==> src/design/stl_pkg.sv <==
// shared constants, character codes, keyword table and transaction types for the token lexer
package stl_pkg;

   localparam int MaxIdent  = 16;
   localparam int IdentIdxW = $clog2(MaxIdent);
   localparam int RspDepth  = 4;
   localparam int RspPtrW   = $clog2(RspDepth);
   localparam int RspCntW   = $clog2(RspDepth + 1);

   localparam logic [30:0] VMax = 31'h7FFF_FFFF;

   // lexer modes
   localparam logic [2:0] ModeIdle    = 3'd0;
   localparam logic [2:0] ModeIdent   = 3'd1;
   localparam logic [2:0] ModeDec     = 3'd2;
   localparam logic [2:0] ModeOct     = 3'd3;
   localparam logic [2:0] ModeHex     = 3'd4;
   localparam logic [2:0] ModeComment = 3'd5;
   localparam logic [2:0] ModeOp      = 3'd6;

   // token kinds
   localparam logic [4:0] KindEnd   = 5'd0;
   localparam logic [4:0] KindIdent = 5'd1;
   localparam logic [4:0] KindNum   = 5'd2;
   localparam logic [4:0] KindKw0   = 5'd3;
   localparam logic [4:0] KindLe    = 5'd19;
   localparam logic [4:0] KindGe    = 5'd20;
   localparam logic [4:0] KindAssign = 5'd21;
   localparam logic [4:0] KindNe    = 5'd22;
   localparam logic [4:0] KindOr    = 5'd23;
   localparam logic [4:0] KindChar  = 5'd24;

   // character codes
   localparam logic [7:0] ChTab    = 8'h09;
   localparam logic [7:0] ChLf     = 8'h0A;
   localparam logic [7:0] ChCr     = 8'h0D;
   localparam logic [7:0] ChSpace  = 8'h20;
   localparam logic [7:0] ChBang   = 8'h21;
   localparam logic [7:0] ChHash   = 8'h23;
   localparam logic [7:0] ChDollar = 8'h24;
   localparam logic [7:0] ChAmp    = 8'h26;
   localparam logic [7:0] ChZero   = 8'h30;
   localparam logic [7:0] ChSeven  = 8'h37;
   localparam logic [7:0] ChNine   = 8'h39;
   localparam logic [7:0] ChColon  = 8'h3A;
   localparam logic [7:0] ChLt     = 8'h3C;
   localparam logic [7:0] ChEq     = 8'h3D;
   localparam logic [7:0] ChGt     = 8'h3E;
   localparam logic [7:0] ChUpA    = 8'h41;
   localparam logic [7:0] ChUpF    = 8'h46;
   localparam logic [7:0] ChUpZ    = 8'h5A;
   localparam logic [7:0] ChLowA   = 8'h61;
   localparam logic [7:0] ChLowF   = 8'h66;
   localparam logic [7:0] ChLowZ   = 8'h7A;
   localparam logic [7:0] ChBar    = 8'h7C;

   // keywords, first character in the low byte
   localparam logic [127:0] KwText [16] = '{
      128'("noitcnuf"), 128'("margorp"), 128'("nigeb"), 128'("dne"),
      128'("regetni"), 128'("tixe"), 128'("fi"), 128'("neht"),
      128'("esle"), 128'("rof"), 128'("ot"), 128'("od"),
      128'("rav"), 128'("tsnoc"), 128'("otnwod"), 128'("erudecorp")
   };

   localparam logic [4:0] KwLen [16] = '{
      5'd8, 5'd7, 5'd5, 5'd3, 5'd7, 5'd4, 5'd2, 5'd4,
      5'd4, 5'd3, 5'd2, 5'd2, 5'd3, 5'd5, 5'd6, 5'd9
   };

   typedef struct packed {
      logic [4:0]  kind;
      logic [7:0]  char_code;
      logic [30:0] number;
      logic [63:0] ident_low;
      logic [63:0] ident_high;
      logic [4:0]  ident_length;
      logic        truncated;
      logic        overflow;
      logic        last;
   } rsp_type;

   typedef struct packed {
      logic [1:0] count;
      rsp_type    entry0;
      rsp_type    entry1;
   } push_type;

endpackage

==> src/design/stl_ifs.sv <==
// valid/ready channel interfaces for source bytes and tokens
interface stl_req_if;
   logic       valid;
   logic       ready;
   logic [7:0] byte_req;
   logic       end_of_input;

   modport source (output valid, byte_req, end_of_input, input ready);
   modport sink (input valid, byte_req, end_of_input, output ready);
endinterface

interface stl_rsp_if;
   logic        valid;
   logic        ready;
   logic [4:0]  kind;
   logic [7:0]  char_code;
   logic [30:0] number;
   logic [63:0] ident_low;
   logic [63:0] ident_high;
   logic [4:0]  ident_length;
   logic        truncated;
   logic        overflow;
   logic        last;

   modport source (output valid, kind, char_code, number, ident_low, ident_high,
                   ident_length, truncated, overflow, last, input ready);
   modport sink (input valid, kind, char_code, number, ident_low, ident_high,
                 ident_length, truncated, overflow, last, output ready);
endinterface

==> src/design/stl_core.sv <==
// lexer state and per-byte token logic, up to two tokens per accepted byte
module stl_core (
   input  logic                clock,
   input  logic                reset,
   input  logic                accept,
   input  logic [7:0]          byte_req,
   input  logic                end_of_input,
   output stl_pkg::push_type   push
);

   logic [2:0]  mode_ff, mode_in;
   logic [7:0]  store_ff [stl_pkg::MaxIdent];
   logic [4:0]  count_ff, count_in;
   logic [30:0] acc_ff, acc_in;
   logic        stopped_ff, stopped_in;
   logic        sat_ff, sat_in;
   logic [7:0]  pending_ff, pending_in;
   logic        overlong_ff, overlong_in;

   logic                           store_we;
   logic [stl_pkg::IdentIdxW-1:0]  store_idx;

   logic        is_space, is_digit, is_alpha, is_alnum, is_op_start, is_hex;
   logic [3:0]  hex_d;
   logic [35:0] acc_wide, acc_scaled, acc_sum;
   logic [3:0]  dig;
   logic        acc_ovf;
   logic        stop;
   logic [127:0] ident_bits;
   logic [4:0]  op_k;

   stl_pkg::rsp_type ident_tok, num_tok, pre_tok, post_tok;
   logic             pre_valid, post_valid, do_fresh;

   always_comb begin
      is_space = (byte_req == stl_pkg::ChSpace) ||
                 (byte_req >= stl_pkg::ChTab && byte_req <= stl_pkg::ChCr);
      is_digit = byte_req inside {[stl_pkg::ChZero:stl_pkg::ChNine]};
      is_alpha = byte_req inside {[stl_pkg::ChLowA:stl_pkg::ChLowZ],
                                  [stl_pkg::ChUpA:stl_pkg::ChUpZ]};
      is_alnum = is_alpha || is_digit;
      is_op_start = byte_req inside {stl_pkg::ChBang, stl_pkg::ChColon, stl_pkg::ChBar,
                                     [stl_pkg::ChLt:stl_pkg::ChGt]};
      is_hex = is_digit || byte_req inside {[stl_pkg::ChLowA:stl_pkg::ChLowF],
                                            [stl_pkg::ChUpA:stl_pkg::ChUpF]};
      hex_d = is_digit ? byte_req[3:0] : 4'(byte_req[3:0] + 4'd9);
   end

   // accumulator step: value * base + digit
   always_comb begin
      acc_wide = {5'd0, acc_ff};
      case (mode_ff)
         stl_pkg::ModeDec: begin
            acc_scaled = (acc_wide << 3) + (acc_wide << 1);
            dig = byte_req[3:0];
         end
         stl_pkg::ModeOct: begin
            acc_scaled = acc_wide << 3;
            dig = byte_req[3:0];
         end
         default: begin
            acc_scaled = acc_wide << 4;
            dig = hex_d;
         end
      endcase
      acc_sum = acc_scaled + {32'd0, dig};
      acc_ovf = acc_sum > {5'd0, stl_pkg::VMax};
   end

   // pending identifier and number tokens from the current state
   always_comb begin
      for (int i = 0; i < stl_pkg::MaxIdent; i++) begin
         ident_bits[8*i +: 8] = (5'(i) < count_ff) ? store_ff[i] : 8'd0;
      end
      ident_tok = '0;
      ident_tok.kind = stl_pkg::KindIdent;
      ident_tok.ident_low = ident_bits[63:0];
      ident_tok.ident_high = ident_bits[127:64];
      ident_tok.ident_length = count_ff;
      ident_tok.truncated = overlong_ff;
      for (int k = 15; k >= 0; k--) begin
         if (!overlong_ff && count_ff == stl_pkg::KwLen[k] &&
             ident_bits == stl_pkg::KwText[k]) begin
            ident_tok.kind = 5'(stl_pkg::KindKw0 + 5'(k));
         end
      end
      num_tok = '0;
      num_tok.kind = stl_pkg::KindNum;
      num_tok.number = acc_ff;
      num_tok.overflow = sat_ff;
   end

   always_comb begin
      if (pending_ff == stl_pkg::ChLt && byte_req == stl_pkg::ChEq) begin
         op_k = stl_pkg::KindLe;
      end else if (pending_ff == stl_pkg::ChGt && byte_req == stl_pkg::ChEq) begin
         op_k = stl_pkg::KindGe;
      end else if (pending_ff == stl_pkg::ChColon && byte_req == stl_pkg::ChEq) begin
         op_k = stl_pkg::KindAssign;
      end else if (pending_ff == stl_pkg::ChBang && byte_req == stl_pkg::ChEq) begin
         op_k = stl_pkg::KindNe;
      end else if (pending_ff == stl_pkg::ChBar && byte_req == stl_pkg::ChBar) begin
         op_k = stl_pkg::KindOr;
      end else begin
         op_k = stl_pkg::KindEnd;
      end
   end

   always_comb begin
      mode_in = mode_ff;
      count_in = count_ff;
      acc_in = acc_ff;
      stopped_in = stopped_ff;
      sat_in = sat_ff;
      pending_in = pending_ff;
      overlong_in = overlong_ff;
      store_we = 1'b0;
      store_idx = count_ff[stl_pkg::IdentIdxW-1:0];
      pre_valid = 1'b0;
      pre_tok = '0;
      post_valid = 1'b0;
      post_tok = '0;
      do_fresh = 1'b0;
      stop = stopped_ff;

      if (end_of_input) begin
         case (mode_ff)
            stl_pkg::ModeIdent: begin
               pre_valid = 1'b1;
               pre_tok = ident_tok;
            end
            stl_pkg::ModeDec, stl_pkg::ModeOct, stl_pkg::ModeHex: begin
               pre_valid = 1'b1;
               pre_tok = num_tok;
            end
            stl_pkg::ModeOp: begin
               pre_valid = 1'b1;
               pre_tok.kind = stl_pkg::KindChar;
               pre_tok.char_code = pending_ff;
            end
            default: begin
               pre_valid = 1'b0;
            end
         endcase
         post_valid = 1'b1;
         post_tok.kind = stl_pkg::KindEnd;
         mode_in = stl_pkg::ModeIdle;
      end else begin
         case (mode_ff)
            stl_pkg::ModeIdent: begin
               if (is_alnum) begin
                  if (count_ff < 5'(stl_pkg::MaxIdent)) begin
                     store_we = 1'b1;
                     count_in = 5'(count_ff + 5'd1);
                  end else begin
                     overlong_in = 1'b1;
                  end
               end else begin
                  pre_valid = 1'b1;
                  pre_tok = ident_tok;
                  do_fresh = 1'b1;
               end
            end
            stl_pkg::ModeDec, stl_pkg::ModeOct, stl_pkg::ModeHex: begin
               if ((mode_ff == stl_pkg::ModeHex) ? is_alnum : is_digit) begin
                  if (mode_ff == stl_pkg::ModeOct) begin
                     stop = stopped_ff || (byte_req > stl_pkg::ChSeven);
                  end else if (mode_ff == stl_pkg::ModeHex) begin
                     stop = stopped_ff || !is_hex;
                  end else begin
                     stop = 1'b0;
                  end
                  stopped_in = stop;
                  if (!stop && !sat_ff) begin
                     if (acc_ovf) begin
                        acc_in = stl_pkg::VMax;
                        sat_in = 1'b1;
                     end else begin
                        acc_in = acc_sum[30:0];
                     end
                  end
               end else begin
                  pre_valid = 1'b1;
                  pre_tok = num_tok;
                  do_fresh = 1'b1;
               end
            end
            stl_pkg::ModeComment: begin
               if (byte_req == stl_pkg::ChLf || byte_req == stl_pkg::ChCr) begin
                  mode_in = stl_pkg::ModeIdle;
               end
            end
            stl_pkg::ModeOp: begin
               pre_valid = 1'b1;
               if (op_k != stl_pkg::KindEnd) begin
                  pre_tok.kind = op_k;
                  mode_in = stl_pkg::ModeIdle;
               end else begin
                  pre_tok.kind = stl_pkg::KindChar;
                  pre_tok.char_code = pending_ff;
                  do_fresh = 1'b1;
               end
            end
            default: begin
               do_fresh = 1'b1;
            end
         endcase

         // byte starts a new token
         if (do_fresh) begin
            mode_in = stl_pkg::ModeIdle;
            if (is_space) begin
               mode_in = stl_pkg::ModeIdle;
            end else if (is_alpha) begin
               mode_in = stl_pkg::ModeIdent;
               store_we = 1'b1;
               store_idx = '0;
               count_in = 5'd1;
               overlong_in = 1'b0;
            end else if (is_digit || byte_req == stl_pkg::ChAmp ||
                         byte_req == stl_pkg::ChDollar) begin
               stopped_in = 1'b0;
               sat_in = 1'b0;
               if (is_digit) begin
                  mode_in = stl_pkg::ModeDec;
                  acc_in = {27'd0, byte_req[3:0]};
               end else begin
                  mode_in = (byte_req == stl_pkg::ChAmp) ? stl_pkg::ModeOct
                                                         : stl_pkg::ModeHex;
                  acc_in = '0;
               end
            end else if (byte_req == stl_pkg::ChHash) begin
               mode_in = stl_pkg::ModeComment;
            end else if (is_op_start) begin
               mode_in = stl_pkg::ModeOp;
               pending_in = byte_req;
            end else begin
               post_valid = 1'b1;
               post_tok.kind = stl_pkg::KindChar;
               post_tok.char_code = byte_req;
            end
         end
      end
   end

   always_comb begin
      push.count = accept ? (2'(pre_valid) + 2'(post_valid)) : 2'd0;
      push.entry0 = pre_valid ? pre_tok : post_tok;
      push.entry0.last = !(pre_valid && post_valid);
      push.entry1 = post_tok;
      push.entry1.last = 1'b1;
   end

   always_ff @(posedge clock) begin
      if (reset) begin
         mode_ff <= stl_pkg::ModeIdle;
         count_ff <= '0;
         acc_ff <= '0;
         stopped_ff <= 1'b0;
         sat_ff <= 1'b0;
         pending_ff <= '0;
         overlong_ff <= 1'b0;
      end else if (accept) begin
         mode_ff <= mode_in;
         count_ff <= count_in;
         acc_ff <= acc_in;
         stopped_ff <= stopped_in;
         sat_ff <= sat_in;
         pending_ff <= pending_in;
         overlong_ff <= overlong_in;
      end
   end

   always_ff @(posedge clock) begin
      if (accept && store_we) begin
         store_ff[store_idx] <= byte_req;
      end
   end

endmodule

==> src/design/stl_rsp_fifo.sv <==
// result queue taking up to two tokens per cycle and releasing one
module stl_rsp_fifo (
   input  logic               clock,
   input  logic               reset,
   input  stl_pkg::push_type  push,
   input  logic               pop,
   output logic               room,
   output logic               head_valid,
   output stl_pkg::rsp_type   head
);

   stl_pkg::rsp_type              entries_ff [stl_pkg::RspDepth];
   logic [stl_pkg::RspPtrW-1:0]   wr_ptr_ff, wr_ptr_in;
   logic [stl_pkg::RspPtrW-1:0]   rd_ptr_ff, rd_ptr_in;
   logic [stl_pkg::RspCntW-1:0]   count_ff, count_in;
   logic [stl_pkg::RspPtrW-1:0]   wr_ptr_next;

   assign wr_ptr_next = stl_pkg::RspPtrW'(wr_ptr_ff + 1'b1);
   assign room = count_ff <= stl_pkg::RspCntW'(stl_pkg::RspDepth - 2);
   assign head_valid = count_ff != '0;
   assign head = entries_ff[rd_ptr_ff];

   always_comb begin
      wr_ptr_in = stl_pkg::RspPtrW'(wr_ptr_ff + push.count);
      rd_ptr_in = stl_pkg::RspPtrW'(rd_ptr_ff + pop);
      count_in = stl_pkg::RspCntW'(count_ff + push.count - pop);
   end

   always_ff @(posedge clock) begin
      if (reset) begin
         wr_ptr_ff <= '0;
         rd_ptr_ff <= '0;
         count_ff <= '0;
      end else begin
         wr_ptr_ff <= wr_ptr_in;
         rd_ptr_ff <= rd_ptr_in;
         count_ff <= count_in;
      end
   end

   always_ff @(posedge clock) begin
      if (push.count != 2'd0) begin
         entries_ff[wr_ptr_ff] <= push.entry0;
      end
      if (push.count == 2'd2) begin
         entries_ff[wr_ptr_next] <= push.entry1;
      end
   end

endmodule

==> src/design/source_token_lexer.sv <==
// top level of the source token lexer
// Takes one source byte per clock on the request channel and turns the stream into
// tokens on the response channel. Each accepted byte is lexed in the cycle it is
// taken and yields zero, one or two tokens (a token closed by the byte, then a
// single-character token or the end token); an end_of_input transaction flushes
// the open token and always yields the end token, with last set on the final
// token of every transaction. Tokens wait in a four-entry queue, and a request
// is taken whenever the queue has room for two. A token is written into the queue
// as its byte is taken and is offered from the queue head. A byte that yields two
// tokens leaves the lexer idle, so the next byte yields at most one; with the
// response side always ready the queue never holds more than two tokens and a byte
// is taken every clock. The request channel stalls only while the response side
// holds off.
module source_token_lexer (
   input  logic        clock,
   input  logic        reset,
   stl_req_if.sink     req_chan,
   stl_rsp_if.source   rsp_chan
);

   stl_pkg::push_type push;
   stl_pkg::rsp_type  head;
   logic              room, head_valid, accept, pop;

   assign req_chan.ready = room;
   assign accept = req_chan.valid && room;
   assign pop = head_valid && rsp_chan.ready;

   stl_core u_core (
      .clock        (clock),
      .reset        (reset),
      .accept       (accept),
      .byte_req     (req_chan.byte_req),
      .end_of_input (req_chan.end_of_input),
      .push         (push)
   );

   stl_rsp_fifo u_rsp_fifo (
      .clock      (clock),
      .reset      (reset),
      .push       (push),
      .pop        (pop),
      .room       (room),
      .head_valid (head_valid),
      .head       (head)
   );

   assign rsp_chan.valid = head_valid;
   assign rsp_chan.kind = head.kind;
   assign rsp_chan.char_code = head.char_code;
   assign rsp_chan.number = head.number;
   assign rsp_chan.ident_low = head.ident_low;
   assign rsp_chan.ident_high = head.ident_high;
   assign rsp_chan.ident_length = head.ident_length;
   assign rsp_chan.truncated = head.truncated;
   assign rsp_chan.overflow = head.overflow;
   assign rsp_chan.last = head.last;

endmodule
==> src/flat_wrapper.sv <==
// flat-port wrapper written by rule: the top's interface ports become plain ports
module source_token_lexer_flat 
  (clock, reset, req_chan_valid, req_chan_byte_req, req_chan_end_of_input, req_chan_ready, rsp_chan_valid, rsp_chan_kind, rsp_chan_char_code, rsp_chan_number, rsp_chan_ident_low, rsp_chan_ident_high, rsp_chan_ident_length, rsp_chan_truncated, rsp_chan_overflow, rsp_chan_last, rsp_chan_ready);
  stl_req_if req_chan_i ();
  stl_rsp_if rsp_chan_i ();
  input  logic clock;
  input  logic reset;
  input wire logic [$bits(req_chan_i.valid)-1:0] req_chan_valid;
  input wire logic [$bits(req_chan_i.byte_req)-1:0] req_chan_byte_req;
  input wire logic [$bits(req_chan_i.end_of_input)-1:0] req_chan_end_of_input;
  output wire logic [$bits(req_chan_i.ready)-1:0] req_chan_ready;
  output wire logic [$bits(rsp_chan_i.valid)-1:0] rsp_chan_valid;
  output wire logic [$bits(rsp_chan_i.kind)-1:0] rsp_chan_kind;
  output wire logic [$bits(rsp_chan_i.char_code)-1:0] rsp_chan_char_code;
  output wire logic [$bits(rsp_chan_i.number)-1:0] rsp_chan_number;
  output wire logic [$bits(rsp_chan_i.ident_low)-1:0] rsp_chan_ident_low;
  output wire logic [$bits(rsp_chan_i.ident_high)-1:0] rsp_chan_ident_high;
  output wire logic [$bits(rsp_chan_i.ident_length)-1:0] rsp_chan_ident_length;
  output wire logic [$bits(rsp_chan_i.truncated)-1:0] rsp_chan_truncated;
  output wire logic [$bits(rsp_chan_i.overflow)-1:0] rsp_chan_overflow;
  output wire logic [$bits(rsp_chan_i.last)-1:0] rsp_chan_last;
  input wire logic [$bits(rsp_chan_i.ready)-1:0] rsp_chan_ready;
  assign req_chan_i.valid = req_chan_valid;
  assign req_chan_i.byte_req = req_chan_byte_req;
  assign req_chan_i.end_of_input = req_chan_end_of_input;
  assign req_chan_ready = req_chan_i.ready;
  assign rsp_chan_valid = rsp_chan_i.valid;
  assign rsp_chan_kind = rsp_chan_i.kind;
  assign rsp_chan_char_code = rsp_chan_i.char_code;
  assign rsp_chan_number = rsp_chan_i.number;
  assign rsp_chan_ident_low = rsp_chan_i.ident_low;
  assign rsp_chan_ident_high = rsp_chan_i.ident_high;
  assign rsp_chan_ident_length = rsp_chan_i.ident_length;
  assign rsp_chan_truncated = rsp_chan_i.truncated;
  assign rsp_chan_overflow = rsp_chan_i.overflow;
  assign rsp_chan_last = rsp_chan_i.last;
  assign rsp_chan_i.ready = rsp_chan_ready;
  source_token_lexer u_core (.clock(clock), .reset(reset), .req_chan(req_chan_i), .rsp_chan(rsp_chan_i));
endmodule
==> config.mk <==
export PLATFORM = sky130hd
export DESIGN_NAME = source_token_lexer_flat
export DESIGN_NICKNAME = d
export VERILOG_FILES = /design/src/design/stl_pkg.sv /design/src/design/stl_ifs.sv /design/src/design/stl_core.sv /design/src/design/stl_rsp_fifo.sv /design/src/design/source_token_lexer.sv /design/src/flat_wrapper.sv
export SDC_FILE = /design/constraint.sdc
export NUM_CORES = 2
export LEC_CHECK = 0
export ABC_CLOCK_PERIOD_IN_PS = 23200
export BUFFER_PORTS_ARGS = -buffer_cell sky130_fd_sc_hd__clkbuf_2
export CAP_MARGIN = 10
export CORE_MARGIN = 2
export CORE_UTILIZATION = 30
export DETAILED_ROUTE_END_ITERATION = 10
export GPL_TIMING_DRIVEN = 0
export PLACE_DENSITY = 0.5
export SYNTH_ARGS = -nofsm -noshare
export SYNTH_HDL_FRONTEND = slang
export SYNTH_HIERARCHICAL = 1
export SYNTH_SLANG_ARGS = --single-unit
==> constraint.sdc <==
create_clock -name clock -period 23.2 [get_ports clock]
set_input_delay 4.64 -clock clock [delete_from_list [all_inputs] [get_ports clock]]
set_output_delay 4.64 -clock clock [all_outputs]
set_load 0.01 [all_outputs]
== Word level (Yosys, flattened, before mapping) ==
Memories as Yosys holds them, arrays and structs flattened. A register that Yosys moved wholly into a read port is not among the register bits.
Index checks and enable logic that the tools add are counted.

* Bits in registers: 57
* Memory bits (writable): 848
* Input port bits: 13
* Output and inout bits: 182
* Logic and storage cells: 319
* Memories kept: 2

{| class="wikitable"
|+ Memories
! memory !! words !! bits a word !! rd ports !! clocked after memory_dff !! write ports !! RTL line !! text
|-
| u_core.u_rsp_fifo.entries_ff || 4 || 180 || 1 || 1 || 2 || stl_rsp_fifo.sv:12 || <nowiki>stl_pkg::rsp_type entries_ff [stl_pkg::RspDepth];</nowiki>
|-
| u_core.u_core.store_ff || 16 || 8 || 16 || 0 || 1 || stl_core.sv:12 || <nowiki>logic [7:0] store_ff [stl_pkg::MaxIdent];</nowiki>
|}

* Add/sub/neg operators: 10
* Magnitude comparators: 32
* Equal/unequal tests: 48
* Multiplexer cells: 145
* Bitwise logic cells: 5
* Reductions and logical operators: 67

{| class="wikitable"
|+ Operators by type and width
! kind !! count
|-
| $pmux 167 s2 || 2
|-
| $mux 180 || 3
|-
| $eq 128x15->1 const B || 3
|-
| $eq 128x23->1 const B || 3
|-
| $eq 128x31->1 const B || 3
|-
| $eq 128x39->1 const B || 2
|-
| $eq 128x55->1 const B || 2
|-
| $mux 31 || 8
|-
| $mux 177 || 1
|-
| $mux 5 || 29
|-
| $mux 8 || 18
|-
| $eq 128x47->1 const B || 1
|-
| $eq 128x63->1 const B || 1
|-
| $eq 128x71->1 const B || 1
|-
| $eq 8x6->1 const B || 11
|-
| $mux 13 || 6
|-
| $pmux 13 s3 || 2
|-
| $pmux 35 s2 || 1
|-
| $mux 1 || 52
|-
| $logic_and 1x1->1 || 41
|-
| $lt 4x5->1 const A || 8
|-
| $add 36x4->36 || 1
|-
| $gt 36x31->1 const B || 1
|-
| $add 34x32->35 || 1
|-
| 49 further kinds || 106
|}

== Depth between registers and ports, before layout ==
* Depth in word-level cells: 24
* Mapped depth: 26
* Gate-level depth less buffers: 22

== By module ==
Netlist, hierarchy kept.

{| class="wikitable"
|+ Modules (own cells, without submodules)
! module !! times used !! cells each !! area each (um^2) !! seq. area each (um^2)
|-
| stl_rsp_fifo || 1 || 1784 || 36277.3 || 21760.9
|-
| stl_core || 1 || 1719 || 14421.3 || 4844.6
|-
| source_token_lexer || 1 || 2 || 12.5 || 0.0
|}

== Worst setup path after synthesis ==
No wires, ideal clock.

* Path kind: input port to flip-flop
* Start: in req_chan_byte_req[1]
* End: mem u_core/u_rsp_fifo/entries_ff[0][0] (netlist bit), enable pin
* Setup time: 0.983 ns
* Arrival time: 20.372 ns
* Data required time: 22.217 ns
* Slack: 1.845 ns
* Stages on the path: 16
* Path buffers: 2
* Cell sequence: inv_1 ha_1 clkbuf_1 or3b_2 o221ai_1 and2_1 o21ai_0 o31ai_1 a31o_2 nand3_1 o21bai_1 ha_1 and2_1 buf_2 nor2_1 o31ai_1

{| class="wikitable"
|+ RTL lines
! what !! RTL line !! text
|-
| start, declared || flat_wrapper.sv:9 || <nowiki>input wire logic [$bits(req_chan_i.byte_req)-1:0] req_chan_byte_req;</nowiki>
|-
| end, declared || stl_rsp_fifo.sv:12 ||
|}

==> results <==
- The clock sink total is 905.
- The headroom to the max-slew limit is 0.262.
- For this run, asynchronously set or reset flops after synthesis account for 0.
- Yosys mapped a number of flops with a built-in enable equal to approximately 850.
- STA puts the critical path data arrival time at 11290 ps.
- For the pin with the worst max-slew slack, the measured transition is ~1100 ps.
- The antenna violation net count after detailed routing is 0.
- The post-synthesis cell count is between 3000 and 4000.
- Dividing total power by cell area gives a power density of between 70 and 80 nW/um^2.
- The endpoint identified for the worst register-to-register timing path is u_core/u_rsp_fifo/entries_ff[2][155].
- The via density per instance is just under 5.
- The critical path depth is 22.
- The boundary pin count is just under 200.
- The count of state elements after synthesis is around 910.
- For this run, the total global-route usage over all layers was measured as 0.168.
- The post-detailed-route DRC marker count is 0.
- The number of DRC markers after the initial detailed-route iteration is roughly 2100.
- The category of the worst setup path launch point is a primary input.
- The total power is 4.63 mW.
- The tree is rooted in a sky130_fd_sc_hd__clkbuf_16.
- The endpoint kind of the worst setup timing path is a flop.
- The count of pins over their slew limit is 0.
- The largest single stage delay on the critical path is ~540 ps.
- The number of vias in the routed layout is 31240.
- In the post-synthesis netlist, the biggest area contributors are sky130_fd_sc_hd__edfxtp_1 (50%), sky130_fd_sc_hd__mux2_2 (8.7%), sky130_fd_sc_hd__mux2_4 (8.6%), sky130_fd_sc_hd__mux4_2 (8.0%), sky130_fd_sc_hd__buf_4 (2.9%).
- The weighted congestion reported at the end of routability-driven placement is a little over 0.9.
- In the finished design, the share of the clock period the worst path needs comes to 0.469.
- From bottom edge to top edge, the die measures between 400 and 500 um.
- Following the worst setup path forward leads to its endpoint at u_core/u_rsp_fifo/entries_ff[2][155].
- The count of hold buffers inserted by post-cts repair is 0.
- Setup violations remaining at the end of the flow were counted as 0.
- The tightest hold path in the finished design has a slack of approximately 480 ps.
- Of the post-synthesis cell area, the dominant cell type holds 0.502.
- The number of distinct library cells after synthesis is 99.
- In this run the static leakage power is ~22 nW.
- The largest total area in the synthesized netlist belongs to sky130_fd_sc_hd__edfxtp_1.
- The H-tree was split into 3 levels.
- The number of port buffers is between 150 and 200.
- The overall routed net length is about 150 mm.
- The critical path in this run is classified as in -> reg.
- The total area inside the core boundary comes to 168000 um^2.
- The achievable clock frequency is 0.0919 GHz.
- The number of failing hold endpoints at the final stage is 0.
- The net count of the finished layout is 4082.
- The run finished with clean final reports.
- The signal on the critical path passes through clkbuf_2 -> inv_1 -> ha_1 -> clkbuf_1 -> or3b_2 -> o221ai_1 -> and2_1 -> o21ai_0 -> o31ai_1 -> a31o_2 -> nand3_1 -> o21bai_1 -> ha_1 -> and2_1 -> and4bb_1 -> buf_2 -> buf_6 -> buf_6 -> o21bai_4 -> buf_12 -> buf_12 -> buf_12.
- The layout has 16160 filler cells.
- Each instance of the synthesized netlist takes up on average ~14 um^2.
- Max-cap violations in this run came to 0.
- The first global-routing pass estimated approximately 220 mm of wire.
- Along the worst path, the maximum fanout reaches 25.
- The buffer levels on the longest clock path is 3.
- Once the clock tree was built, the resizer swapped 0 gates to a different size.
- The number of CTS-inserted buffers is around 110.
- For the worst-skew pair, the clock arrives at the later sink with an insertion delay of approximately 720 ps.
- The number of global-route vias before repair came to 31712.
- The critical path starts at req_chan_byte_req[0].
- The number of optimization iterations in the first detailed-route pass is 7.
- Yosys printed 6 warnings.
- The total buffers and inverters traversed by the critical path is 9.
- The number of buffers inserted by post-CTS setup repair is 0.
- Counting cells, the worst reg-to-reg path comes to 19.
- The worst clock skew is around 27 ps.
- The number of placement rows is 150.
- The slowest stage cell on the critical path is sky130_fd_sc_hd__o221ai_1.
- The setup slack of the most critical reg-to-reg path is about 16000 ps.
- The main flop type after synthesis is sky130_fd_sc_hd__edfxtp_1.
- The HPWL after detailed placement is between 100 and 150 mm.
- The worst register-to-register path begins at u_core/u_core/mode_ff[0].
- Relative to the synthesized area, the layout overhead comes to 17.4%.
- The maximum VDD drop is ~0.077 mV.
- The tightest min-delay check is of the reg -> reg type.
- The die covers around 170000 um^2.
- The CTS tree is done.
- The average wire per standard cell is roughly 23 um.
- The critical path required time is roughly 24000 ps.
- The width of the chip is ~420 um.
- The number of antenna violations at the first check in global routing is 5.
- Summed over all layers, the global routing overflow is 0.
- The initial standard-cell utilization of the core is 0.303.
- The cell family contributing the most delay on the critical path is buffers and inverters.
- In the final layout, the share of cells above drive strength 1 is 0.390.
- The most frequent cell on the critical path is sky130_fd_sc_hd__buf_12.
- Setup repair after global routing left no endpoint under its margin.
- The post-layout minimum cycle time is around 11000 ps.
- Of the synthesized area, sequential elements account for 0.525.
- After routing, the total negative slack on setup checks comes to 0 ps.
- The maximum number of pins on one net before global-route repair is 28.
- After synthesis the cells add up to 50700 um^2.
- The clock-pin transition on the worst setup and hold timing paths is around 60 ps.
[report_power, final]
group	internal [mW]	switching, mW	total, mW
Clock	0.992	0.690	1.68
Sequential	1.91	0.0279	1.94
Combinational	0.433	0.577	1.01
[per-layer routing]
| layer | track usage | vias up | wire, um |
|---|---|---|---|
| li1 | - | 14400 | - |
| met1 | 0.223 | 15889 | 65800 |
| met2 | 0.286 | 785 | 72400 |
| met3 | 0.0203 | 166 | 6150 |
| met4 | 0.0476 | 0 | 3530 |
| met5 | 0 | - | 0 |
[cell families (layout without fill, tap and decap cells)]
| logic type | Yosys count | count (layout) | synth area share |
|---|---|---|---|
| compound gates | 391 | 391 | 0.0504 |
| flops | 905 | 905 | 0.525 |
| other cells | 2 | 172 | 0.000148 |
| xor+xnor | 46 | 46 | 0.00849 |
| buf+inv | 414 | 847 | 0.0544 |
| mux | 913 | 913 | 0.264 |
| simple gates | 783 | 783 | 0.0851 |
| fa+ha+maj | 51 | 51 | 0.0130 |
[stage by stage]
step / cell area, um^2 / std cells / worst slack, ps / util
detailed placement: 56000 / 6115 / 11610 / 0.334
global route: 59500 / 6311 / 11960 / 0.355
CTS: 59500 / 6310 / 12370 / 0.355
floorplan: 51300 / 3673 / 1840 / -
finish: 59500 / 6312 / 12320 / 0.355
global placement: 55100 / 6071 / -14070 / 0.329
[placed cells by master (no fill, tap or decap), types with 31 or more instances in the layout]
master and count:
sky130_fd_sc_hd__a21oi_1 106, sky130_fd_sc_hd__a31oi_1 40, sky130_fd_sc_hd__and2_1 92, sky130_fd_sc_hd__and3_1 80, sky130_fd_sc_hd__buf_12 31, sky130_fd_sc_hd__buf_2 61, sky130_fd_sc_hd__buf_4 199, sky130_fd_sc_hd__clkbuf_1 90
sky130_fd_sc_hd__clkbuf_16 108, sky130_fd_sc_hd__clkbuf_2 196, sky130_fd_sc_hd__conb_1 170, sky130_fd_sc_hd__dfxtp_1 57, sky130_fd_sc_hd__edfxtp_1 848, sky130_fd_sc_hd__ha_1 47, sky130_fd_sc_hd__inv_1 40, sky130_fd_sc_hd__mux2_1 41
sky130_fd_sc_hd__mux2_2 392, sky130_fd_sc_hd__mux2_4 289, sky130_fd_sc_hd__mux4_2 180, sky130_fd_sc_hd__nand2_1 134, sky130_fd_sc_hd__nand3_1 52, sky130_fd_sc_hd__nor2_1 150, sky130_fd_sc_hd__nor2b_1 47, sky130_fd_sc_hd__nor4_1 36
sky130_fd_sc_hd__o21ai_0 88
[state kept, by name (all words and copies together) (netlist names)]
register	flops
u_core/u_rsp_fifo/rd_ptr_ff	2
u_core/u_core/overlong_ff	1
u_core/u_core/mode_ff	3
u_core/u_core/store_ff	128
u_core/u_core/stopped_ff	1
u_core/u_rsp_fifo/count_ff	3
u_core/u_rsp_fifo/entries_ff	720
u_core/u_core/count_ff	5
u_core/u_core/sat_ff	1
u_core/u_core/acc_ff	31
u_core/u_rsp_fifo/wr_ptr_ff	2
u_core/u_core/pending_ff	8
[area by class of cell]
type | instances | area, um^2 | area share
sequential | 905 | 26600 | 0.447
tap | 2204 | 2760 | 0.0463
inverter | 41 | 154 | 0.00258
timing repair buffer | 238 | 1860 | 0.0313
clock buffer | 136 | 2890 | 0.0485
buffer | 373 | 2600 | 0.0437
antenna | 2 | 5.00 | 0.0000841
clock inverter | 59 | 632 | 0.0106
multi-input combinational | 2354 | 22000 | 0.370
[Yosys cell counts, types with 57 or more instances]
cell / n
sky130_fd_sc_hd__and3_1: 80
sky130_fd_sc_hd__clkbuf_1: 70
sky130_fd_sc_hd__dfxtp_1: 57
sky130_fd_sc_hd__and2_1: 92
sky130_fd_sc_hd__mux4_2: 180
sky130_fd_sc_hd__mux2_2: 392
sky130_fd_sc_hd__nand2_1: 134
sky130_fd_sc_hd__edfxtp_1: 848
sky130_fd_sc_hd__mux2_4: 289
sky130_fd_sc_hd__buf_4: 198
sky130_fd_sc_hd__o21ai_0: 88
sky130_fd_sc_hd__nor2_1: 151
sky130_fd_sc_hd__buf_2: 61
sky130_fd_sc_hd__a21oi_1: 106
[worst min-delay path by stage]
| stage | from | endpoint | slack [ps] | depth (start not counted) |
|---|---|---|---|---|
| floorplan | u_core/u_core/pending_ff[5] | u_core/u_core/pending_ff[5] | 440 | 2 |
| global placement | u_core/u_core/pending_ff[5] | u_core/u_core/pending_ff[5] | 460 | 2 |
| detailed placement | u_core/u_core/pending_ff[5] | u_core/u_core/pending_ff[5] | 470 | 2 |
| CTS | u_core/u_core/pending_ff[5] | u_core/u_core/pending_ff[5] | 480 | 2 |
| global route | u_core/u_core/pending_ff[5] | u_core/u_core/pending_ff[5] | 510 | 2 |
| finish | u_core/u_core/pending_ff[5] | u_core/u_core/pending_ff[5] | 480 | 2 |
[worst register-to-register path, stage by stage (launching register included)]
cell	delay (ps)
sky130_fd_sc_hd__dfxtp_1	320
sky130_fd_sc_hd__buf_6	140
sky130_fd_sc_hd__clkbuf_1	340
sky130_fd_sc_hd__clkbuf_1	470
sky130_fd_sc_hd__clkbuf_1	670
sky130_fd_sc_hd__buf_1	650
sky130_fd_sc_hd__o21bai_1	220
sky130_fd_sc_hd__a31o_2	190
sky130_fd_sc_hd__nand3_1	200
sky130_fd_sc_hd__o21bai_1	280
sky130_fd_sc_hd__ha_1	280
sky130_fd_sc_hd__and2_1	240
sky130_fd_sc_hd__and4bb_1	290
sky130_fd_sc_hd__buf_2	390
sky130_fd_sc_hd__buf_6	340
sky130_fd_sc_hd__buf_6	270
sky130_fd_sc_hd__o21bai_4	400
sky130_fd_sc_hd__buf_12	280
sky130_fd_sc_hd__buf_12	220
sky130_fd_sc_hd__buf_12	250
(Power assumes the default switching activity.)
